<file path="config.mk">
export PLATFORM = sky130hd
export DESIGN_NAME = multi_slot_periodic_timer_core
export DESIGN_NICKNAME = d
export VERILOG_FILES = /design/src/rtl/core/mspt_pkg.sv /design/src/rtl/core/mspt_slot_mem.sv /design/src/rtl/core/multi_slot_periodic_timer_core.sv
export SDC_FILE = /design/constraint.sdc
export NUM_CORES = 2
export LEC_CHECK = 0
export BUFFER_PORTS_ARGS = -buffer_cell sky130_fd_sc_hd__buf_4
export CORE_ASPECT_RATIO = 1.2
export CORE_UTILIZATION = 23
export DETAILED_ROUTE_END_ITERATION = 7
export GPL_TIMING_DRIVEN = 0
export SYNTH_ARGS = -nofsm -noshare
export SYNTH_HDL_FRONTEND = slang
export SYNTH_SLANG_ARGS = --single-unit
export TNS_END_PERCENT = 100
</file>
<file path="constraint.sdc">
create_clock -name clk -period 19.9 [get_ports clk]
set_input_delay 0 -clock clk [delete_from_list [all_inputs] [get_ports clk]]
set_output_delay 0 -clock clk [all_outputs]
set_load 0.02 [all_outputs]
</file>
<file path="src/rtl/core/mspt_pkg.sv">
// shared types and constants for the periodic timer core
package mspt_pkg;

    localparam int unsigned US_PER_MS = 1000;

    // input modes
    localparam logic [1:0] MODE_TICK   = 2'd0;
    localparam logic [1:0] MODE_START  = 2'd1;
    localparam logic [1:0] MODE_STOP   = 2'd2;
    localparam logic [1:0] MODE_UNUSED = 2'd3;

    // result kinds
    localparam logic [2:0] KIND_EXPIRE  = 3'd0;
    localparam logic [2:0] KIND_STARTED = 3'd1;
    localparam logic [2:0] KIND_FULL    = 3'd2;
    localparam logic [2:0] KIND_STOPPED = 3'd3;
    localparam logic [2:0] KIND_IGNORED = 3'd4;

    // one slot entry as held in the slot memory
    typedef struct packed {
        logic        repeat_en;
        logic [63:0] deadline;
        logic [31:0] interval_us;
        logic [7:0]  code;
        logic [7:0]  arg;
    } slot_entry_t;

    // one result word
    typedef struct packed {
        logic [2:0] kind;
        logic [5:0] slot;
        logic [7:0] code;
        logic [7:0] arg;
        logic       last;
    } result_t;

endpackage

</file>
<file path="src/rtl/core/mspt_slot_mem.sv">
// slot memory: one write port, one registered read port
module mspt_slot_mem
    import mspt_pkg::*;
#(
    parameter int SLOTS = 8,
    parameter int AW = 3
)
(
    input  logic                clk,
    input  logic                we,
    input  logic [AW-1:0]       waddr,
    input  slot_entry_t         wdata,
    input  logic [AW-1:0]       raddr,
    output slot_entry_t         rdata
);

    slot_entry_t mem [SLOTS];

    // synchronous write and read
    always_ff @(posedge clk)
    begin
        if (we)
        begin
            mem[waddr] <= wdata;
        end
        rdata <= mem[raddr];
    end

endmodule

</file>
<file path="src/rtl/core/multi_slot_periodic_timer_core.sv">
// top level of the multi-slot periodic timer core
// Usage: input words arrive on s_axis (tuser: mode; tdata: elapsed_us, interval_ms,
// repeating, event_code, event_arg, slot_id). Each word gives zero or more
// result words on m_axis (tuser: kind; tdata: slot, out_code, out_arg; tlast
// marks the final result of an input word).
// A start or stop word gives its result in the cycle after it is accepted; the next
// word is accepted once that result is taken.
// A tick scans the slots through the slot memory: a read state and a compare
// state per slot, an output state for each due slot and, for a due repeating
// slot, a catch-up state that advances its deadline one period a cycle. One word
// is worked on at a time; s_axis_tready is low while it is and while a result waits.
// Reset clears the time counter and all active flags; slot memory contents
// are not cleared and are written before first use.
// When the receiver holds m_axis_tready low, the result stays registered and
// the scan waits once it has a further result to pass on; nothing is dropped.
module multi_slot_periodic_timer_core
    import mspt_pkg::*;
#(
    parameter int SLOTS = 8
)
(
    input  logic        clk,
    input  logic        rst_n,
    input  logic        s_axis_tvalid,
    output logic        s_axis_tready,
    input  logic [1:0]  s_axis_tuser,  // mode
    input  logic [63:0] s_axis_tdata,  // elapsed_us, interval_ms, repeating,
                                       // event_code, event_arg, slot_id, zero pad
    output logic        m_axis_tvalid,
    input  logic        m_axis_tready,
    output logic [2:0]  m_axis_tuser,  // kind
    output logic [23:0] m_axis_tdata,  // slot, out_code, out_arg, zero pad
    output logic        m_axis_tlast
);

    localparam int AW = (SLOTS > 1) ? $clog2(SLOTS) : 1;

    typedef enum logic [5:0] {
        ST_IDLE  = 6'b000001,
        ST_READ  = 6'b000010,
        ST_CHECK = 6'b000100,
        ST_CATCH = 6'b001000,
        ST_OUT   = 6'b010000,
        ST_FLUSH = 6'b100000
    } state_t;

    state_t state_reg, state_next;

    logic [1:0]  in_mode;
    logic [15:0] in_elapsed;
    logic [21:0] in_period;
    logic        in_repeat;
    logic [7:0]  in_code, in_arg;
    logic [5:0]  in_slot;

    assign in_mode    = s_axis_tuser;
    assign in_elapsed = s_axis_tdata[15:0];
    assign in_period  = s_axis_tdata[37:16];
    assign in_repeat  = s_axis_tdata[38];
    assign in_code    = s_axis_tdata[46:39];
    assign in_arg     = s_axis_tdata[54:47];
    assign in_slot    = s_axis_tdata[60:55];

    logic [63:0]    now_reg, now_next;
    logic [SLOTS-1:0] active_reg, active_next;
    logic [AW-1:0]  idx_reg, idx_next;
    slot_entry_t    ent_reg, ent_next;
    logic           vld_reg, vld_next;
    result_t        res_reg, res_next;
    result_t        pend_reg, pend_next;
    logic           pend_vld_reg, pend_vld_next;

    logic           we;
    logic [AW-1:0]  waddr, raddr;
    slot_entry_t    wdata, rdata;

    mspt_slot_mem #(.SLOTS(SLOTS), .AW(AW)) u_mem (
        .clk  (clk),
        .we   (we),
        .waddr(waddr),
        .wdata(wdata),
        .raddr(raddr),
        .rdata(rdata)
    );

    // first free slot
    logic           free_found;
    logic [AW-1:0]  free_idx;
    always_comb
    begin
        free_found = 1'b0;
        free_idx   = '0;
        for (int i = SLOTS - 1; i >= 0; i--)
        begin
            if (!active_reg[i])
            begin
                free_found = 1'b1;
                free_idx   = AW'(i);
            end
        end
    end

    logic [AW-1:0] cur;
    logic [31:0]   start_period;
    logic [64:0]   next_sum;
    logic [63:0]   next_deadline;
    logic          catch_done;
    assign cur           = idx_reg;
    assign start_period  = 32'(in_period) * 32'(US_PER_MS);
    // carry out means the advanced deadline is past any current time
    assign next_sum      = {1'b0, ent_reg.deadline} + {33'd0, ent_reg.interval_us};
    assign next_deadline = next_sum[63:0];
    assign catch_done    = next_sum[64] || (next_deadline > now_reg);
    assign raddr         = cur;
    assign s_axis_tready = (state_reg == ST_IDLE) && !vld_reg;
    assign m_axis_tvalid = vld_reg;
    assign m_axis_tuser  = res_reg.kind;
    assign m_axis_tdata  = {2'b00, res_reg.arg, res_reg.code, res_reg.slot};
    assign m_axis_tlast  = res_reg.last;

    // control and datapath
    always_comb
    begin
        state_next    = state_reg;
        now_next      = now_reg;
        active_next   = active_reg;
        idx_next      = idx_reg;
        ent_next      = ent_reg;
        vld_next      = vld_reg;
        res_next      = res_reg;
        pend_next     = pend_reg;
        pend_vld_next = pend_vld_reg;
        we            = 1'b0;
        waddr         = cur;
        wdata         = ent_reg;

        if (vld_reg && m_axis_tready)
        begin
            vld_next = 1'b0;
        end

        unique case (state_reg)
            ST_IDLE:
            begin
                if (s_axis_tvalid && s_axis_tready)
                begin
                    priority if (in_mode == MODE_TICK)
                    begin
                        now_next      = now_reg + 64'(in_elapsed);
                        idx_next      = '0;
                        pend_vld_next = 1'b0;
                        state_next    = ST_READ;
                    end
                    else if (in_mode == MODE_START)
                    begin
                        vld_next = 1'b1;
                        res_next = '{kind: KIND_FULL, slot: '0, code: '0, arg: '0,
                                     last: 1'b1};
                        if (free_found)
                        begin
                            we                = 1'b1;
                            waddr             = free_idx;
                            wdata.repeat_en   = in_repeat;
                            wdata.interval_us = start_period;
                            wdata.deadline    = now_reg + 64'(start_period);
                            wdata.code        = in_code;
                            wdata.arg         = in_arg;
                            active_next[free_idx] = 1'b1;
                            res_next.kind   = KIND_STARTED;
                            res_next.slot   = 6'(free_idx);
                        end
                    end
                    else if (in_mode == MODE_STOP)
                    begin
                        vld_next = 1'b1;
                        res_next = '{kind: KIND_IGNORED, slot: in_slot, code: '0,
                                     arg: '0, last: 1'b1};
                        if (32'(in_slot) < 32'(SLOTS))
                        begin
                            active_next[in_slot[AW-1:0]] = 1'b0;
                            res_next.kind = KIND_STOPPED;
                        end
                    end
                    else
                    begin
                        // unused mode: no result and no state change
                    end
                end
            end
            ST_READ:
            begin
                state_next = ST_CHECK;
            end
            ST_CHECK:
            begin
                ent_next = rdata;
                if (active_reg[cur] && !(rdata.deadline > now_reg))
                begin
                    state_next = ST_OUT;
                end
                else if (idx_reg == AW'(SLOTS - 1))
                begin
                    state_next = ST_FLUSH;
                end
                else
                begin
                    idx_next   = idx_reg + AW'(1);
                    state_next = ST_READ;
                end
            end
            ST_OUT:
            begin
                // hold earlier result until the output register frees
                if (!pend_vld_reg || !vld_next)
                begin
                    if (pend_vld_reg)
                    begin
                        vld_next = 1'b1;
                        res_next = pend_reg;
                    end
                    pend_vld_next = 1'b1;
                    pend_next = '{kind: KIND_EXPIRE, slot: 6'(cur), code: ent_reg.code,
                                  arg: ent_reg.arg, last: 1'b0};
                    if (ent_reg.repeat_en && ent_reg.interval_us != '0)
                    begin
                        state_next = ST_CATCH;
                    end
                    else
                    begin
                        active_next[cur] = 1'b0;
                        state_next = (idx_reg == AW'(SLOTS - 1)) ? ST_FLUSH : ST_READ;
                        idx_next   = (idx_reg == AW'(SLOTS - 1)) ? idx_reg
                                                                 : idx_reg + AW'(1);
                    end
                end
            end
            ST_CATCH:
            begin
                // advance one period a cycle until past the current time
                ent_next.deadline = next_deadline;
                if (catch_done)
                begin
                    we         = 1'b1;
                    wdata      = ent_reg;
                    wdata.deadline = next_deadline;
                    state_next = (idx_reg == AW'(SLOTS - 1)) ? ST_FLUSH : ST_READ;
                    idx_next   = (idx_reg == AW'(SLOTS - 1)) ? idx_reg : idx_reg + AW'(1);
                end
            end
            ST_FLUSH:
            begin
                if (!pend_vld_reg)
                begin
                    state_next = ST_IDLE;
                end
                else if (!vld_next)
                begin
                    vld_next      = 1'b1;
                    res_next      = pend_reg;
                    res_next.last = 1'b1;
                    pend_vld_next = 1'b0;
                    state_next    = ST_IDLE;
                end
            end
            default:
            begin
                state_next = ST_IDLE;
            end
        endcase
    end

    // control registers
    always_ff @(posedge clk or negedge rst_n)
    begin
        if (!rst_n)
        begin
            state_reg    <= ST_IDLE;
            now_reg      <= '0;
            active_reg   <= '0;
            vld_reg      <= 1'b0;
            pend_vld_reg <= 1'b0;
            idx_reg      <= '0;
        end
        else
        begin
            state_reg    <= state_next;
            now_reg      <= now_next;
            active_reg   <= active_next;
            vld_reg      <= vld_next;
            pend_vld_reg <= pend_vld_next;
            idx_reg      <= idx_next;
        end
    end

    // payload registers
    always_ff @(posedge clk)
    begin
        ent_reg  <= ent_next;
        res_reg  <= res_next;
        pend_reg <= pend_next;
    end

endmodule
</file>
## Yosys cells after proc, flatten, opt, wreduce, memory -nomap -nowiden

Memory sizes are Yosys's and may differ from the RTL's. A register that Yosys moved wholly into a read port is not among the register bits.
Index checks and enable logic that the tools add are counted.

- Add/subtract/negate cells: 4
- $mul: 1
- Order comparisons: 9
- Equal/unequal tests: 23
- Mux-type cells: 96
- Bitwise operators: 5
- Reductions and logical operators: 27

Operators by type and width:

| kind | count |
|---|---|
| $mux 113 | 4 |
| $pmux 113 s2 | 1 |
| $mux 26 | 8 |
| $gt 64x64->1 | 2 |
| $pmux 64 s2 | 1 |
| $mux 112 | 1 |
| $pmux 26 s3 | 1 |
| $mux 8 | 9 |
| $add 64x32->65 | 1 |
| $add 64x16->64 | 1 |
| $add 64x32->64 | 1 |
| $mux 3 | 21 |
| $mux 6 | 9 |
| $pmux 6 s6 | 1 |
| $reduce_bool 32->1 | 1 |
| $mux 1 | 31 |
| $mul 22x7->29 const B | 1 |
| $and 8x8->8 | 2 |
| $ne 2x2->1 const B | 8 |
| $not 8->8 | 2 |
| $pmux 8 s2 | 1 |
| $reduce_and 8->1 | 2 |
| $lt 3x4->1 const B | 3 |
| $pmux 3 s4 | 1 |
| 32 further kinds | 52 |

- Flip-flop bits (word level): 241
- RAM bits: 904
- Input bits: 70
- Output and inout bits: 30
- Logic and storage cells: 185
- Memories kept: 1

Memories:

| memory | depth | width | read ports | clocked after memory_dff | wr ports | line | RTL |
|---|---|---|---|---|---|---|---|
| u_mem.mem | 8 | 113 | 1 | 1 | 1 | mspt_slot_mem.sv:17 | `slot_entry_t mem [SLOTS];` |

## Logic depth before layout (Yosys ltp)

- Depth in word-level cells: 18
- Gate-level depth with buffers: 27
- Mapped depth without buffers: 26

## Modules after synthesis

Synthesis repeated with hierarchy kept, for this count alone.

- Cells, all modules: 4175
- Area, all modules: 60371.7 µm²

By module, submodules not included:

| module | times used | cells each | area each (µm²) | sequential area each (µm²) |
|---|---|---|---|---|
| mspt_slot_mem | 1 | 1432 | 36602.6 | 29408.2 |
| multi_slot_periodic_timer_core | 1 | 2743 | 23769.0 | 6822.8 |

## Least setup slack after synthesis

OpenSTA, ideal clock, no wires.

- Path kind: reg-to-reg
- Start: reg ent_reg[35] (netlist name)
- End: mem u_mem.mem[2][0] (netlist name), enable pin
- Data arrival time: 16.181 ns
- Required time: 18.997 ns
- Setup slack: 2.816 ns
- Cell stages (with the launch flop): 23
- Buffers on the path: 3
- Cell sequence: edfxtp_1 > ha_1 > clkbuf_1 > nand2_1 > or3_1 > a211oi_1 > a31oi_1 > or2_2 > clkbuf_1 > a31oi_1 > nand3_1 > xnor2_1 > ha_1 > nand3_1 > or4_1 > nor3_1 > o21ai_0 > nand4b_1 > o21ai_1 > a21oi_2 > nor2_1 > buf_2 > nor4b_1

- Word-level cells in the longest chain between the ends: 7

Ends and longest elaborated chain:

| element | line | RTL |
|---|---|---|
| start, declared | multi_slot_periodic_timer_core.sv:67 | `slot_entry_t ent_reg, ent_next;` |
| start signal, assigned | multi_slot_periodic_timer_core.sv:298 | `ent_reg <= ent_next;` |
| $add 64x32->65 (*) | multi_slot_periodic_timer_core.sv:111 | `assign next_sum = {1'b0, ent_reg.deadline} + {33'd0, ent_reg.interval_us};` |
| $gt 64x64->1 | multi_slot_periodic_timer_core.sv:113 | `assign catch_done = next_sum[64] \|\| (next_deadline > now_reg);` |
| $logic_or 1x1->1 (*) | multi_slot_periodic_timer_core.sv:113 |  |
| $mux 1 (*) | multi_slot_periodic_timer_core.sv:241 | `if (catch_done)` |
| $pmux 1 s2 (*) | multi_slot_periodic_timer_core.sv:142 | `unique case (state_reg)` |
| $mux 1 (*) | mspt_slot_mem.sv:22 | `if (we)` |
| $mux 1 (implied by the code) (*) | mspt_slot_mem.sv:24 | `mem[waddr] <= wdata;` |
| end, declared | mspt_slot_mem.sv:17 |  |

Every way passes the cells marked *; elsewhere a longest branch is shown, timed or not.

## Worst setup path after layout

- Start: reg ent_reg[16] (netlist name)
- End: mem u_mem.mem[6][30] (netlist name), enable pin

The elaborated chain is that of the path after synthesis.

==> impl_metrics.csv <==
group,metric,value,unit
logic_synthesis,synth_top_area_share,54.7,%
critical_path,worstSetupEndpointType,"flop",
critical_path,cp_common_cell,"buf_6",
logic_synthesis,ys_ff_latch,1258,
routing,post-route-drc-count,0,
layout,num-fill-cells,25961,
layout,multi_input_area,20600,µm²
global_route,grt_max_degree,84,
timing,final-hold-violation-count,0,
power_and_ir_drop,p_total,9.08,mW
run_status,status,"finished with violations",
logic_synthesis,postSynthAreaPerCell,13.0,µm²
global_route,grtUsageTotal,16.8,%
routing,finalWirelength,219000,µm
logic_synthesis,synthTopCellsByArea,"edfxtp_1 55%, a22oi_1 5.9%, ha_1 5.8%, dfxtp_1 3.9%, dfrtp_1 3.5%",
global_route,antenna_found_initial,28,
floorplan,io_pins,100,
global_route,gr-total-overflow,0,
timing,fin_crit,9.51,ns
logic_synthesis,yosysUniqueCellTypes,97,
power_and_ir_drop,ir_worst_vdd,119,µV
timing,finClkSkew,0.0551,ns
layout,stdcell_count,8380,
global_route,grt_pass1_vias,40418,
layout,syn2layout_area_growth,19.1,%
layout,final_core_util,27.6,%
floorplan,core,252000,µm²
layout,final_common_cell,"edfxtp_1",
logic_synthesis,ys.flop_type,"edfxtp_1",
critical_path,critPathMaxFanout,9,
clock_network,holdBufCountCts,63,
clock_network,cts_setup_buffers,0,
power_and_ir_drop,p_per_area,131,nW/µm²
clock_network,cts_resized,0,
logic_synthesis,synth_area_leader_cell,"edfxtp_1",
flow_run,cap_violations,1,
clock_network,cts-root-buf,"clkbuf_16",
layout,largest_reg_flops,904,
global_route,grt_pass1_wl,307000,µm
clock_network,clk_latency,0.79,ns
routing,ant_nets,0,
critical_path,slowest_delay,0.87,ns
logic_synthesis,synth_edf_count,1062,
place,io_buffers,92,
critical_path,slowest_stage,"nor3b_2",
layout,final_cell_mix,"1,062 x edfxtp_1, 458 x a22oi_1, 379 x nand2_1, 272 x ha_1, 239 x inv_1",
clock_network,cts_buffers,118,
place,dp_hpwl,166000,µm
timing,tns,0,ns
timing,post-route-period-util,47.8,%
routing,vias,41367,
layout,layout.nets,5323,
logic_synthesis,synth_cells,4501,
routing,wl_per_cell,26.2,µm
timing,drv_slew,11,
place,gp_congestion,0.963,
floorplan,die_x,462,µm
clock_network,htreeDepth,3,
layout,seq_area,36200,µm²
timing,clock.fmax,105,MHz
clock_network,cts_tree,"done",
timing,rsz0062_at_grt,"no",
routing,initialDrtViolationCount,4883,
floorplan,fp-row-count,202,
floorplan,die_h,554,µm
timing,slew-limit-headroom,-1.45,%
logic_synthesis,synth_async_sr_flop_share,6.60,%
run_status,violations,"capacitance limit, slew limit",
logic_synthesis,synth_area,58300,µm²
logic_synthesis,synth_warnings,0,
place,post_dp_cell_area,64700,µm²
logic_synthesis,seq_area_frac_synth,62.1,%
routing,viasPerCell,4.94,
clock_network,clock-sinks,1258,
critical_path,critPathRequiredTime,20.37,ns
timing,setup-violations-final,0,
critical_path,critPathKind,"flop to flop",
routing,drtPass1Iterations,6,
clock_network,clockBufferDepth,3,
critical_path,arrival,9.98,ns
layout,final_cell_area,69500,µm²
clock_network,clk_pin_slew_worst_paths,0.06,ns
floorplan,dieArea,256000,µm²
floorplan,initial_core_util,23.1,%
min_path,hp-class,"input pin to asynchronous set/reset pin",
critical_path,start_kind,"flop",
layout,drive_above_1_share,10.1,%
timing,worst_slew_pin_slew,1.52,ns
place,dp_cells,8082,
power_and_ir_drop,p_leak,24.2,nW
[cells by family (layout without fill, tap and decap cells)]
kind of cell	after synthesis	after routing	synth area share (%)
flip-flops	1258	1258	62.1
adder cells (fa/ha/maj)	353	353	8.61
multiplexers	28	28	0.530
AO/OA/AOI/OAI	1124	1124	13.6
AND/OR/NAND/NOR	1116	1116	9.48
other	1	15	0.00643
XOR/XNOR	188	188	2.82
buffers and inverters	433	932	2.84
[layer usage]
metal	share of wire, %	track usage, %
met4	5.1	7.73
met5	0.018	0
met1	41	21.9
met2	47	27.3
met3	7.8	2.34
[per-stage QoR]
stage	setup slack, ns	hold slack (ns)
2_1_floorplan	2.82	-0.296
3_3_place_gp	-12.24	0.302
3_5_place_dp	10.53	0.303
4_1_cts	10.49	0.0310
5_1_grt	10.09	0.111
6_report	10.39	0.0107
[power breakdown]
part,switching (mW),internal (mW)
Sequential,0.101,3.12
Combinational,2.37,1.10
Clock,1.06,1.33
[worst max-delay path: cells and delay by family (launching register included)]
kind	cells	cell delay [ns]
adder cells (fa/ha/maj)	3	1.01
XOR/XNOR	1	0.23
AND/OR/NAND/NOR	6	2.77
AO/OA/AOI/OAI	9	3.25
flip-flops	1	0.52
buffers and inverters	8	1.39
[final cells by class]
type	instances	share of cell area, %
Clock buffer	146	4.53
Timing Repair Buffer	278	3.89
Buffer	191	1.09
Inverter	242	1.31
Tap cell	3366	6.06
Clock inverter	75	1.38
Multi-Input combinational cell	2811	29.6
Sequential cell	1258	52.1
Antenna cell	13	0.0468
[path summary, 6_finish.rpt]
path                                   from          endpoint  slack, ns  depth (start not counted)
setup reg to reg                ent_reg[16]  u_mem.mem[6][30]      10.39                         27
hold reg to reg             u_mem.rdata[29]       ent_reg[29]       0.37                          0
max in group asynchronous             rst_n       now_reg[12]      19.09                          2
min in group clk           s_axis_tdata[16]  u_mem.mem[6][19]       0.06                          3
hold / removal                        rst_n       now_reg[54]       0.01                          2
setup / recovery                ent_reg[16]  u_mem.mem[6][30]      10.39                         27
[cell usage after synthesis, types with 18 or more instances]
cell,instances
mux2_2,22
o211ai_1,22
ha_1,272
a22oi_1,458
a21o_1,57
nor2_1,173
a21oi_1,173
clkbuf_1,141
edfxtp_1,1062
o21a_1,27
and2_1,42
dfxtp_1,113
nand2b_1,18
fa_1,81
a211oi_1,25
a31oi_1,33
nand3_1,85
buf_2,20
a221o_1,29
nor3_1,75
o21ai_0,138
buf_1,28
nand2_1,380
xor2_1,44
nand4_1,168
nor4_1,27
xnor2_1,144
inv_1,240
and3_1,49
dfrtp_1,82
nor2b_1,20
No activity file was read; power rests on OpenSTA's default activity.
